==> config.mk <==
export PLATFORM = sky130hd
export DESIGN_NAME = byte_fifo_with_scan_and_token
export DESIGN_NICKNAME = d
export VERILOG_FILES = /design/src/rtl/fbst_pkg.sv /design/src/rtl/byte_fifo_with_scan_and_token.sv /design/src/rtl/fbst_mem.sv /design/src/rtl/fbst_core.sv
export SDC_FILE = /design/constraint.sdc
export NUM_CORES = 2
export LEC_CHECK = 0
export BUFFER_PORTS_ARGS = -buffer_cell sky130_fd_sc_hd__buf_2
export CORE_UTILIZATION = 35
export CTS_CLUSTER_SIZE = 12
export DETAILED_ROUTE_END_ITERATION = 10
export GPL_TIMING_DRIVEN = 1
export PLACE_DENSITY = 0.47
export SLEW_MARGIN = 10
export SYNTH_ARGS = -nofsm -noshare
export SYNTH_HDL_FRONTEND = slang
export SYNTH_HIERARCHICAL = 1
export SYNTH_SLANG_ARGS = --single-unit
==> constraint.sdc <==
create_clock -name clk -period 8.9 [get_ports clk]
set_clock_uncertainty 0.15 [all_clocks]
set_input_delay 0.445 -clock clk [delete_from_list [all_inputs] [get_ports clk]]
set_output_delay 0.445 -clock clk [all_outputs]
set_load 0.05 [all_outputs]
==> src/rtl/fbst_pkg.sv <==
// Package: beat types, operation codes and defaults for the byte FIFO.
package fbst_pkg;

  // Default storage depth in bytes
  localparam int DEPTH_DEF = 128;

  // Reset value of the capacity register
  localparam logic [7:0] CAP_RESET = 8'd128;

  // Operation codes carried in the mode field
  localparam logic [2:0] MODE_PUT    = 3'd0;
  localparam logic [2:0] MODE_GET    = 3'd1;
  localparam logic [2:0] MODE_PEEK   = 3'd2;
  localparam logic [2:0] MODE_DROP   = 3'd3;
  localparam logic [2:0] MODE_SCAN   = 3'd4;
  localparam logic [2:0] MODE_TOKEN  = 3'd5;
  localparam logic [2:0] MODE_STATUS = 3'd6;

  // Input beat
  typedef struct packed {
    logic [2:0] mode;
    logic [7:0] data_byte;
    logic [5:0] max_len;
  } in_item_t;

  // Result beat
  typedef struct packed {
    logic [7:0] out_byte;
    logic       ok;
    logic [7:0] fill_count;
    logic       is_full;
    logic       is_empty;
    logic       last;
    logic [5:0] token_len;
  } out_item_t;

endpackage

==> src/rtl/byte_fifo_with_scan_and_token.sv <==
// Top level: byte FIFO with scan and token read, storage plus sequencer.
//
//  channel  ports                       payload
//  -------  --------------------------  -----------------------------
//  input    in_valid / in_ready         in_data  (in_item_t)
//  result   out_valid / out_ready       out_data (out_item_t)
//  config   cfg_valid / cfg_ready       cfg_data (capacity, 8 bits)
//
// One item at a time. Put, drop, status, get and peek: accepted in idle, then
// one beat to the result register once it is free. Scan and token walk held
// bytes through the single read port, one byte a cycle; a token then emits each
// beat by a read, then a load, and ends with one closing state.
// Reset empties the FIFO and sets capacity 128; storage needs no clearing.
// A stalled result holds its beat; a new item is taken while it waits.
module byte_fifo_with_scan_and_token #(
  parameter int DEPTH = fbst_pkg::DEPTH_DEF
) (
  input  logic                clk,
  input  logic                rst_n,
  input  logic                in_valid,
  output logic                in_ready,
  input  fbst_pkg::in_item_t  in_data,
  output logic                out_valid,
  input  logic                out_ready,
  output fbst_pkg::out_item_t out_data,
  input  logic                cfg_valid,
  output logic                cfg_ready,
  input  logic [7:0]          cfg_data
);

  import fbst_pkg::*;

  localparam int AW = $clog2(DEPTH);
  localparam int CW = $clog2(DEPTH + 1);

  logic          mem_we;
  logic [AW-1:0] mem_waddr;
  logic [7:0]    mem_wdata;
  logic          mem_re;
  logic [AW-1:0] mem_raddr;
  logic [7:0]    mem_rdata;

  // Sequencer and result register
  fbst_core #(
    .DEPTH (DEPTH),
    .AW    (AW),
    .CW    (CW)
  ) u_core (
    .clk       (clk),
    .rst_n     (rst_n),
    .in_valid  (in_valid),
    .in_ready  (in_ready),
    .in_data   (in_data),
    .out_valid (out_valid),
    .out_ready (out_ready),
    .out_data  (out_data),
    .cfg_valid (cfg_valid),
    .cfg_ready (cfg_ready),
    .cfg_data  (cfg_data),
    .mem_we    (mem_we),
    .mem_waddr (mem_waddr),
    .mem_wdata (mem_wdata),
    .mem_re    (mem_re),
    .mem_raddr (mem_raddr),
    .mem_rdata (mem_rdata)
  );

  // Byte storage
  fbst_mem #(
    .DEPTH (DEPTH),
    .AW    (AW)
  ) u_mem (
    .clk   (clk),
    .we    (mem_we),
    .waddr (mem_waddr),
    .wdata (mem_wdata),
    .re    (mem_re),
    .raddr (mem_raddr),
    .rdata (mem_rdata)
  );

endmodule

==> src/rtl/fbst_mem.sv <==
// Byte storage: one write port, one read port, registered read data.
module fbst_mem #(
  parameter int DEPTH = fbst_pkg::DEPTH_DEF,
  parameter int AW    = $clog2(DEPTH)
) (
  input  logic          clk,
  input  logic          we,
  input  logic [AW-1:0] waddr,
  input  logic [7:0]    wdata,
  input  logic          re,
  input  logic [AW-1:0] raddr,
  output logic [7:0]    rdata
);

  logic [7:0] mem [DEPTH];

  // Read data holds until the next read
  always_ff @(posedge clk) begin
    if (we) begin
      mem[waddr] <= wdata;
    end
    if (re) begin
      rdata <= mem[raddr];
    end
  end

endmodule

==> src/rtl/fbst_core.sv <==
// Control: operation sequencer, pointers, scan walk, token emit and result register.
module fbst_core #(
  parameter int DEPTH = fbst_pkg::DEPTH_DEF,
  parameter int AW    = $clog2(DEPTH),
  parameter int CW    = $clog2(DEPTH + 1)
) (
  input  logic                clk,
  input  logic                rst_n,
  input  logic                in_valid,
  output logic                in_ready,
  input  fbst_pkg::in_item_t  in_data,
  output logic                out_valid,
  input  logic                out_ready,
  output fbst_pkg::out_item_t out_data,
  input  logic                cfg_valid,
  output logic                cfg_ready,
  input  logic [7:0]          cfg_data,
  output logic                mem_we,
  output logic [AW-1:0]       mem_waddr,
  output logic [7:0]          mem_wdata,
  output logic                mem_re,
  output logic [AW-1:0]       mem_raddr,
  input  logic [7:0]          mem_rdata
);

  import fbst_pkg::*;

  localparam int VW = (CW > 8) ? CW : 8;
  localparam int WW = (CW > 6) ? CW : 6;
  localparam logic [VW-1:0] DEPTH_V = VW'(DEPTH);
  localparam logic [CW-1:0] CAP_RST =
    (VW'(CAP_RESET) > DEPTH_V) ? CW'(DEPTH) : CW'(CAP_RESET);

  typedef enum logic [6:0] {
    S_IDLE = 7'b0000001,
    S_ONE  = 7'b0000010,
    S_SCAN = 7'b0000100,
    S_DEC  = 7'b0001000,
    S_TRD  = 7'b0010000,
    S_TOUT = 7'b0100000,
    S_FIN  = 7'b1000000
  } state_t;

  state_t        state_r, state_nxt;
  logic [2:0]    mode_r, mode_nxt;
  logic [7:0]    db_r, db_nxt;
  logic [5:0]    maxlen_r, maxlen_nxt;
  logic [CW-1:0] cap_r, cap_nxt;
  logic [AW-1:0] rd_ptr_r, rd_ptr_nxt;
  logic [AW-1:0] wr_ptr_r, wr_ptr_nxt;
  logic [CW-1:0] held_r, held_nxt;
  logic [AW-1:0] ptr_r, ptr_nxt;
  logic [CW-1:0] iss_r, iss_nxt;
  logic [CW-1:0] cmp_r, cmp_nxt;
  logic [CW-1:0] k_r, k_nxt;
  logic          pend_r, pend_nxt;
  logic          stop_r, stop_nxt;
  logic          found_r, found_nxt;
  logic [5:0]    e_r, e_nxt;
  logic          extra_r, extra_nxt;
  logic [CW-1:0] fin_r, fin_nxt;
  logic [5:0]    ecnt_r, ecnt_nxt;
  logic          out_valid_r, out_valid_nxt;
  out_item_t     out_r, out_nxt;

  logic          slot_free;
  logic          in_acc;
  logic [CW-1:0] one_cnt;
  logic [VW-1:0] cfg_v;
  logic [WW-1:0] kx, mx;

  // Ring increment that wraps at the effective capacity
  function automatic logic [AW-1:0] nxt_idx(input logic [AW-1:0] p, input logic [CW-1:0] c);
    logic [CW-1:0] n;
    n = CW'(p) + CW'(1);
    return (n >= c) ? '0 : n[AW-1:0];
  endfunction

  // Ring decrement for dropping the newest byte
  function automatic logic [AW-1:0] prv_idx(input logic [AW-1:0] p, input logic [CW-1:0] c);
    logic [CW-1:0] m;
    m = c - CW'(1);
    return (p == '0) ? m[AW-1:0] : p - AW'(1);
  endfunction

  assign slot_free = !out_valid_r || out_ready;
  assign in_ready  = (state_r == S_IDLE) && !cfg_valid;
  assign cfg_ready = (state_r == S_IDLE);
  assign in_acc    = in_valid && in_ready;
  assign out_valid = out_valid_r;
  assign out_data  = out_r;
  assign cfg_v     = VW'(cfg_data);
  assign kx        = WW'(k_r);
  assign mx        = WW'(maxlen_r);

  // Sequencer
  always_comb begin
    state_nxt     = state_r;
    mode_nxt      = mode_r;
    db_nxt        = db_r;
    maxlen_nxt    = maxlen_r;
    cap_nxt       = cap_r;
    rd_ptr_nxt    = rd_ptr_r;
    wr_ptr_nxt    = wr_ptr_r;
    held_nxt      = held_r;
    ptr_nxt       = ptr_r;
    iss_nxt       = iss_r;
    cmp_nxt       = cmp_r;
    k_nxt         = k_r;
    pend_nxt      = 1'b0;
    stop_nxt      = stop_r;
    found_nxt     = found_r;
    e_nxt         = e_r;
    extra_nxt     = extra_r;
    fin_nxt       = fin_r;
    ecnt_nxt      = ecnt_r;
    out_valid_nxt = out_valid_r && !out_ready;
    out_nxt       = out_r;
    one_cnt       = held_r;
    mem_we        = 1'b0;
    mem_waddr     = wr_ptr_r;
    mem_wdata     = db_r;
    mem_re        = 1'b0;
    mem_raddr     = rd_ptr_r;

    unique case (state_r)
      S_IDLE: begin
        if (cfg_valid) begin
          // Capacity write also empties the FIFO
          if (cfg_v == '0) begin
            cap_nxt = CW'(1);
          end else if (cfg_v > DEPTH_V) begin
            cap_nxt = CW'(DEPTH);
          end else begin
            cap_nxt = cfg_v[CW-1:0];
          end
          rd_ptr_nxt = '0;
          wr_ptr_nxt = '0;
          held_nxt   = '0;
        end else if (in_acc) begin
          mode_nxt   = in_data.mode;
          db_nxt     = in_data.data_byte;
          maxlen_nxt = in_data.max_len;
          // Oldest byte fetched up front for get and peek
          mem_re     = (in_data.mode == MODE_GET) || (in_data.mode == MODE_PEEK);
          if ((in_data.mode == MODE_SCAN) || (in_data.mode == MODE_TOKEN)) begin
            ptr_nxt   = rd_ptr_r;
            iss_nxt   = '0;
            cmp_nxt   = '0;
            stop_nxt  = 1'b0;
            found_nxt = 1'b0;
            state_nxt = S_SCAN;
          end else begin
            state_nxt = S_ONE;
          end
        end
      end

      S_ONE: begin
        if (slot_free) begin
          out_nxt.out_byte  = '0;
          out_nxt.ok        = 1'b0;
          out_nxt.last      = 1'b1;
          out_nxt.token_len = '0;
          state_nxt         = S_IDLE;
          case (mode_r)
            MODE_PUT: begin
              if (held_r < cap_r) begin
                mem_we     = 1'b1;
                wr_ptr_nxt = nxt_idx(wr_ptr_r, cap_r);
                one_cnt    = held_r + CW'(1);
                out_nxt.ok = 1'b1;
              end
            end
            MODE_GET: begin
              if (held_r != '0) begin
                rd_ptr_nxt       = nxt_idx(rd_ptr_r, cap_r);
                one_cnt          = held_r - CW'(1);
                out_nxt.ok       = 1'b1;
                out_nxt.out_byte = mem_rdata;
              end
            end
            MODE_PEEK: begin
              if (held_r != '0) begin
                out_nxt.ok       = 1'b1;
                out_nxt.out_byte = mem_rdata;
              end
            end
            MODE_DROP: begin
              if (held_r != '0) begin
                wr_ptr_nxt = prv_idx(wr_ptr_r, cap_r);
                one_cnt    = held_r - CW'(1);
                out_nxt.ok = 1'b1;
              end
            end
            MODE_SCAN: begin
              out_nxt.ok = found_r;
            end
            MODE_TOKEN: begin
              out_nxt.ok = found_r;
              one_cnt    = fin_r;
              state_nxt  = S_FIN;
            end
            default: begin
              out_nxt.ok = 1'b0;
            end
          endcase
          held_nxt           = (mode_r == MODE_TOKEN) ? held_r : one_cnt;
          out_nxt.fill_count = 8'(one_cnt);
          out_nxt.is_full    = (one_cnt == cap_r);
          out_nxt.is_empty   = (one_cnt == '0);
          out_valid_nxt      = 1'b1;
        end
      end

      S_SCAN: begin
        // Reads issue every cycle while unread bytes remain; each compare follows in the cycle after its read
        if (iss_r < held_r) begin
          mem_re    = 1'b1;
          mem_raddr = ptr_r;
          ptr_nxt   = nxt_idx(ptr_r, cap_r);
          iss_nxt   = iss_r + CW'(1);
          pend_nxt  = 1'b1;
        end
        if (pend_r) begin
          cmp_nxt = cmp_r + CW'(1);
          if (!stop_r && ((mem_rdata == 8'd0) || (mem_rdata == db_r))) begin
            stop_nxt = 1'b1;
            k_nxt    = cmp_r;
          end
          if (mem_rdata == db_r) begin
            found_nxt = 1'b1;
            pend_nxt  = 1'b0;
            state_nxt = S_DEC;
          end
        end else if (iss_r == held_r) begin
          state_nxt = S_DEC;
        end
      end

      S_DEC: begin
        // Token length, stop-byte pop and final count
        if (!found_r) begin
          e_nxt     = '0;
          extra_nxt = 1'b0;
        end else if (kx < mx) begin
          e_nxt     = kx[5:0];
          extra_nxt = 1'b1;
        end else begin
          e_nxt     = maxlen_r;
          extra_nxt = 1'b0;
        end
        if ((mode_r == MODE_TOKEN) && found_r) begin
          fin_nxt = held_r - CW'(e_nxt) - CW'(extra_nxt);
        end else begin
          fin_nxt = held_r;
        end
        ecnt_nxt = '0;
        if ((mode_r == MODE_TOKEN) && (e_nxt != '0)) begin
          state_nxt = S_TRD;
        end else begin
          state_nxt = S_ONE;
        end
      end

      S_TRD: begin
        mem_re    = 1'b1;
        mem_raddr = rd_ptr_r;
        state_nxt = S_TOUT;
      end

      S_TOUT: begin
        if (slot_free) begin
          out_nxt.out_byte   = mem_rdata;
          out_nxt.ok         = 1'b1;
          out_nxt.fill_count = 8'(fin_r);
          out_nxt.is_full    = (fin_r == cap_r);
          out_nxt.is_empty   = (fin_r == '0);
          out_nxt.last       = (ecnt_r + 6'd1 == e_r);
          out_nxt.token_len  = (ecnt_r + 6'd1 == e_r) ? e_r : '0;
          out_valid_nxt      = 1'b1;
          rd_ptr_nxt         = nxt_idx(rd_ptr_r, cap_r);
          ecnt_nxt           = ecnt_r + 6'd1;
          state_nxt          = (ecnt_r + 6'd1 == e_r) ? S_FIN : S_TRD;
        end
      end

      S_FIN: begin
        if (extra_r) begin
          rd_ptr_nxt = nxt_idx(rd_ptr_r, cap_r);
        end
        held_nxt  = fin_r;
        state_nxt = S_IDLE;
      end

      default: begin
        state_nxt = S_IDLE;
      end
    endcase
  end

  // Control state
  always_ff @(posedge clk) begin
    if (!rst_n) begin
      state_r     <= S_IDLE;
      cap_r       <= CAP_RST;
      rd_ptr_r    <= '0;
      wr_ptr_r    <= '0;
      held_r      <= '0;
      pend_r      <= 1'b0;
      out_valid_r <= 1'b0;
    end else begin
      state_r     <= state_nxt;
      cap_r       <= cap_nxt;
      rd_ptr_r    <= rd_ptr_nxt;
      wr_ptr_r    <= wr_ptr_nxt;
      held_r      <= held_nxt;
      pend_r      <= pend_nxt;
      out_valid_r <= out_valid_nxt;
    end
  end

  // Item and walk payload
  always_ff @(posedge clk) begin
    mode_r   <= mode_nxt;
    db_r     <= db_nxt;
    maxlen_r <= maxlen_nxt;
    ptr_r    <= ptr_nxt;
    iss_r    <= iss_nxt;
    cmp_r    <= cmp_nxt;
    k_r      <= k_nxt;
    stop_r   <= stop_nxt;
    found_r  <= found_nxt;
    e_r      <= e_nxt;
    extra_r  <= extra_nxt;
    fin_r    <= fin_nxt;
    ecnt_r   <= ecnt_nxt;
    out_r    <= out_nxt;
  end

`ifndef NO_ASSERTIONS
  a_held_le_cap: assert property (@(posedge clk) disable iff (!rst_n)
    held_r <= cap_r) else $error("fill count above capacity");
  a_ptrs_in_ring: assert property (@(posedge clk) disable iff (!rst_n)
    (rd_ptr_r < cap_r) && (wr_ptr_r < cap_r)) else $error("pointer outside ring");
  a_one_at_a_time: assert property (@(posedge clk) disable iff (!rst_n)
    in_valid && in_ready |=> !in_ready) else $error("second item taken while busy");
  a_len_on_last: assert property (@(posedge clk) disable iff (!rst_n)
    out_valid_r && !out_r.last |-> out_r.token_len == '0) else $error("token_len off last beat");
  a_emit_bound: assert property (@(posedge clk) disable iff (!rst_n)
    (state_r == S_TOUT) |-> (ecnt_r < e_r)) else $error("token emit past its length");
`endif

endmodule

### Word level (Yosys, flattened, before mapping)

Memories as Yosys holds them, arrays and structs flattened. A register that Yosys moved wholly into a read port is not among the register bits.
Index checks and enable logic that the tools add are counted.

| word-level totals | value |
|---|---|
| register bits | 136 |
| RAM bits | 1024 |
| bits of input ports | 30 |
| output and inout bits | 29 |
| word-level logic and storage cells | 227 |
| memories kept | 1 |

Memories:

| name | words | bits a word | read ports | clocked after memory_dff | write ports | line | RTL |
|---|---|---|---|---|---|---|---|
| u_mem.mem | 128 | 8 | 1 | 1 | 1 | fbst_mem.sv:15 | `logic [7:0] mem [DEPTH];` |

| operators by class | value |
|---|---|
| add/subtract/negate cells | 12 |
| magnitude comparators | 7 |
| eq/ne operators | 40 |
| multiplexer cells | 93 |
| bitwise logic cells | 1 |
| reductions and logical operators | 46 |

Operator list:

| operator | number |
|---|---|
| 7-bit 2-to-1 mux | 28 |
| 8-bit 2-to-1 mux | 16 |
| 26-bit 2-to-1 mux | 2 |
| 26-bit case mux with 2 select lines | 1 |
| 8-bit case mux with 3 select lines | 2 |
| 7-bit case mux with 2 select lines | 3 |
| 7-bit case mux with 6 select lines | 1 |
| 8-bit == test | 4 |
| 8-bit zero test | 4 |
| 8-bit case mux with 2 select lines | 2 |
| 6-bit 2-to-1 mux | 5 |
| 7-bit case mux with 4 select lines | 1 |
| 7-bit by 1-bit adder with 8-bit output, second input constant | 3 |
| 8-bit by 1-bit adder with 8-bit output, second input constant | 3 |
| 8-bit >= comparator | 3 |
| 1-bit 2-to-1 mux | 24 |
| 6-bit AND reduction | 4 |
| 2-bit by 1-bit inequality test with 1-bit output, second input constant | 10 |
| 8-bit < comparator | 2 |
| 7-bit by 1-bit subtractor with 7-bit output, second input constant | 2 |
| 3-bit == test, second input constant | 4 |
| 6-bit case mux with 2 select lines | 1 |
| 5-bit AND reduction | 2 |
| 3-bit by 2-bit == test with 1-bit output, second input constant | 3 |
| other kinds (41) | 69 |

### Longest topological paths before layout

| depth | value |
|---|---|
| depth in word-level cells | 8 |
| gate-level depth with buffers | 19 |
| gate-level depth less buffers | 19 |

### Hierarchy

The synthesis kept the hierarchy.

Modules (own cells, without submodules):

| module | times used | cells an instance | area an instance (um2) | seq. area each (um2) |
|---|---|---|---|---|
| fbst_mem | 1 | 1635 | 39745.6 | 30989.7 |
| fbst_core | 1 | 941 | 8988.6 | 3693.5 |

### Worst setup path after synthesis

OpenSTA, ideal clock, no wires.

| path | value |
|---|---|
| path kind | flip-flop to flip-flop |
| start | register u_core.held_r[1] |
| end | register u_mem.rdata[0] (read register of u_mem.mem), data pin |
| setup time | 260 ps |
| data arrival time | 4566 ps |
| required time | 8490 ps |
| path slack | 3925 ps |
| stages on the path, launching flop included | 18 |
| buffers on the path | 4 |
| clock period less this slack | 4975 ps |
| path through | dfxtp_1 -> buf_4 -> inv_1 -> ha_1 -> nor2b_1 -> o21ai_0 -> nand2b_1 -> a21oi_1 -> o21ai_0 -> or2_2 -> clkbuf_1 -> mux2_2 -> clkbuf_1 -> buf_1 -> mux4_2 -> mux4_2 -> mux4_2 -> mux2_2 |

| on the way | value |
|---|---|
| longest elaborated chain between the ends | 3 |
| elaborated cells on any way between the ends | 5 |
| those cells by class | order compare (1); mux (4) |

Ends and longest elaborated chain:

| element | line | RTL |
|---|---|---|
| from (decl) | fbst_core.sv:51 | `logic [CW-1:0] held_r, held_nxt;` |
| from (signal assigned) | fbst_core.sv:317 | `held_r <= held_nxt;` |
| 8-bit < comparator | fbst_core.sv:218 | `if (iss_r < held_r) begin` |
| 7-bit 2-to-1 mux | fbst_core.sv:218 |  |
| 7-bit 2-to-1 mux | fbst_core.sv:126 | `unique case (state_r)` |
| named net mem_raddr[0] | byte_fifo_with_scan_and_token.sv:40 | `logic [AW-1:0] mem_raddr;` |
| to (decl) | fbst_mem.sv:12 | `output logic [7:0] rdata` |

The timed path passes the listed nets, and every way through them passes these cells.
A chain may end at the register's enable or synchronous reset.

### Worst setup path after layout

| path | value |
|---|---|
| start | register u_core.held_r[1] |
| end | register u_mem.rdata[6] (read register of u_mem.mem), data pin |

Same word-level chain as after synthesis.

==> impl_results.md <==
* Top post-synthesis cells by count: 1,129 x edfxtp_1, 336 x mux4_2, 207 x nor2_1, 93 x nand2_1, 66 x ha_1
* GPL Wtd Cong at about 0.84
* # rows at ~140
* Starting Density at between 30% and 40%
* TritonCTS clock tree: yes
* Final Util at between 40% and 50%
* First-pass GRT wire length at about 190 mm
* Placed Cells at between 4,000 and 5,000
* Worst EP required at just over 9000 ps
* CP Cell Sequence: inv_1 -> ha_1 -> nor2b_1 -> o21ai_0 -> nand2b_1 -> a21oi_1 -> o21ai_0 -> or2_2 -> mux2_8 -> buf_4 -> mux4_2 -> mux4_2 -> mux4_2 -> mux2_2
* Final HPWL DP at approximately 80 mm
* HP Start: in_valid
* R2R Path Start: u_core/held_r[1]
* Initial DRC count at between 2,000 and 2,500
* Register area share after synthesis at slightly above 70%
* Crit Path Max Fanout at 90
* Slowest-stage cell, CP: mux2_8
* Post-synthesis cell area at around 0.049 mm²
* CP arrival at approximately 6600 ps
* Slowest stage delay, CP at about 840 ps
* Largest net degree at the start of global routing at about 110
* Final worst path period share at 69.79%
* Die area at 0.1407 mm²
* Total negative setup slack at 0 ps
* Leakage dissipation at 17.17 nW
* Final Hold Fails at 0
* Worst Hold Path EP: u_core/state_r[1]
* Critical setup path kind: reg -> reg
* DRT Pass-1 Iters at 5
* Hold Crit Class: in -> reg
* Unrepaired setup endpoints after global routing: no
* Minimum clock period at a little over 6000 ps
* Clock slew seen by the registers of the worst setup and hold paths at 50 ps
* R2R cell count at 14
* Synth async-reset ratio at 0%
* Max rail drop VDD at about 0.15 mV
* Drc violations at 0
* CTS Buf Count at 134
* Final slew viol count at 0
* Ys flop type: edfxtp_1
* Vias at 25,080
* Core area at around 0.14 mm²
* Die width at ~380 µm
* Hold depth at 5
* Vias in the first global route at ~26,000
* Cell mode on critical path: mux4_2
* Worst path bufs/invs at 2
* FF-to-FF setup slack at 2690 ps
* Later-pin clock latency in the skew report at between 700 and 800 ps
* Total clock sinks at roughly 1,200
* Post-synth top area share at a little over two thirds
* Synth Instances at around 2,600
* Levels on crit path at 14
* Total wire length at 128.7 mm
* Max Buffers Root-to-Sink at 3
* Number of flops mapped to enable cells by yosys at about 1,100
* Reg2reg end: u_mem/rdata[6]
* Status: completed
* GR Overflow Total at 0
* Synthesized Nets at between 2,000 and 3,000
* Wirelength per Cell at 27.81 µm
* Worst hold margin at between 100 and 150 ps
* Synth-to-Final Area Change at 14.56%
* Warnings from Yosys at 6
* Main area contributors after synthesis: edfxtp_1 70%, mux4_2 16%, ha_1 1.7%, dfxtp_1 1.6%, nor2_1 1.6%
* Post-cts gate resize count at 0
* Fmax at about 160 MHz
* Max-cap viol count at 0
* Post-synth top area cell: edfxtp_1
* Final setup fails at 0
* Setup crit end kind: flip-flop
* Distinct cell type count after synthesis at 88
* DR vias/cell at 5.420
* Avg Inst Size Synth at 18.92 µm²
* Die span in y at around 380 µm
* Pwr dens at 231.2 mW/mm²
* Antenna viol nets, final at 0
* Initial antenna violation count at 4
* I/O pins at just under 60
* Final non-filler cell total at between 4,000 and 5,000
* IO buf count at 58
* Post-layout nets at about 2,800
* Root Buffer: clkbuf_16
* Layout cells sized above 1 at about 25%
* Yosys reg bits at 1,168
* Tightest Pin Transition at roughly 1300 ps
* CP top delay family: multiplexers
* H-tree depth at 4
* Top-count cell post-synth: edfxtp_1
* All-Layer GR Usage at 18.48%
* Max_slew headroom at 14.57%
* Startpoint Class: flip-flop
-- logic make-up after synthesis --
family                     count (synthesis)  share of synthesized area (%)
DFF                                     1168                          71.17
xor gates and xnor gates                  73                          1.327
adders and majority gates                 67                          1.736
AOI/OAI and AO/OA                        200                          2.863
muxes                                    358                          16.02
buffers and inverters                    176                          1.576
and+or+nand+nor                          534                          5.309
-- through the flow --
step | instance area (µm²) | setup WS [ps] | power, mW
2_1_floorplan | 48730 | 3925 | 7.356
3_3_place_gp | 51380 | 2558 | 7.740
3_5_place_dp | 51380 | 2680 | 7.764
4_1_cts | 55820 | 2652 | 13.07
5_1_grt | 55820 | 2396 | 13.38
6_report | 55830 | 2689 | 12.91
-- worst min-delay path, stage by stage --
cell      delay, ps
buf_2           150
nand2b_1         80
a211oi_1        130
nand3b_1        100
a31oi_1          70
-- registers in the layout, indices dropped and copies added (netlist names), 8 cells and up --
register / count
u_mem/mem: 1024
u_core/out_data: 26
u_core/cap_r: 8
u_core/cmp_r: 8
u_core/fin_r: 8
u_core/held_r: 8
u_core/iss_r: 8
u_core/k_r: 8
u_core/mem_wdata: 8
u_mem/rdata: 8
-- worst max path at each step --
stage | from | to | slack, ps
detailed placement | u_core/held_r[1] | u_mem/rdata[6] | 2680
finish | u_core/held_r[1] | u_mem/rdata[6] | 2690
CTS | u_core/held_r[1] | u_mem/rdata[6] | 2650
global placement | u_core/held_r[1] | u_mem/rdata[6] | 2560
global route | u_core/held_r[1] | u_mem/rdata[0] | 2400
floorplan | u_core/held_r[1] | u_mem/rdata[0] | 3920
-- metal layers --
| layer | GRT usage, % | vias up | wire length, µm |
|---|---|---|---|
| met4 | 4.767 | 0 | 2568 |
| met1 | 24.67 | 13380 | 54330 |
| met3 | 2.985 | 181 | 6686 |
| met2 | 31.36 | 704 | 65100 |
| li1 | - | 10820 | - |
| met5 | 0 | - | 0 |
-- timing repair --
item                      CTS  global route
hold endpoints to repair   36             0
hold buffers               28             0
setup buffers               0             0
-- power breakdown --
group          internal (mW)  switching [mW]  leakage [nW]  total [mW]
Sequential              6.24          0.0864          10.5        6.32
Combinational          0.453           0.873          4.66        1.33
Clock                   3.03            2.23          2.01        5.26
-- final cells by class --
cell class	instances	area, µm²
inverters	45	168.9
clock inverters	65	629.4
well taps	1794	2245
repair buffers	157	1164
fillers	12210	82000
diodes	3	7.507
flip-flops and latches	1168	34680
multi-input cells	1232	13410
clock buffers	163	3526
-- placed cells by master (no fill, tap or decap), types with 23 or more instances in the layout --
| master | netlist | final |
|---|---|---|
| xnor2_1 | 34 | 34 |
| clkinv_1 | 0 | 23 |
| buf_2 | 25 | 59 |
| nand2_1 | 93 | 93 |
| a21oi_1 | 47 | 47 |
| nand3_1 | 61 | 57 |
| nor2b_1 | 29 | 29 |
| clkbuf_16 | 0 | 137 |
| dlygate4sd3_1 | 0 | 28 |
| dfxtp_1 | 39 | 39 |
| mux4_2 | 336 | 336 |
| ha_1 | 66 | 66 |
| clkbuf_1 | 64 | 26 |
| xor2_1 | 38 | 38 |
| o21ai_0 | 38 | 37 |
| edfxtp_1 | 1129 | 1129 |
| nor2_1 | 207 | 203 |
| buf_4 | 16 | 65 |
| inv_1 | 44 | 44 |
Note: power is estimated with default switching activity, not from simulation.
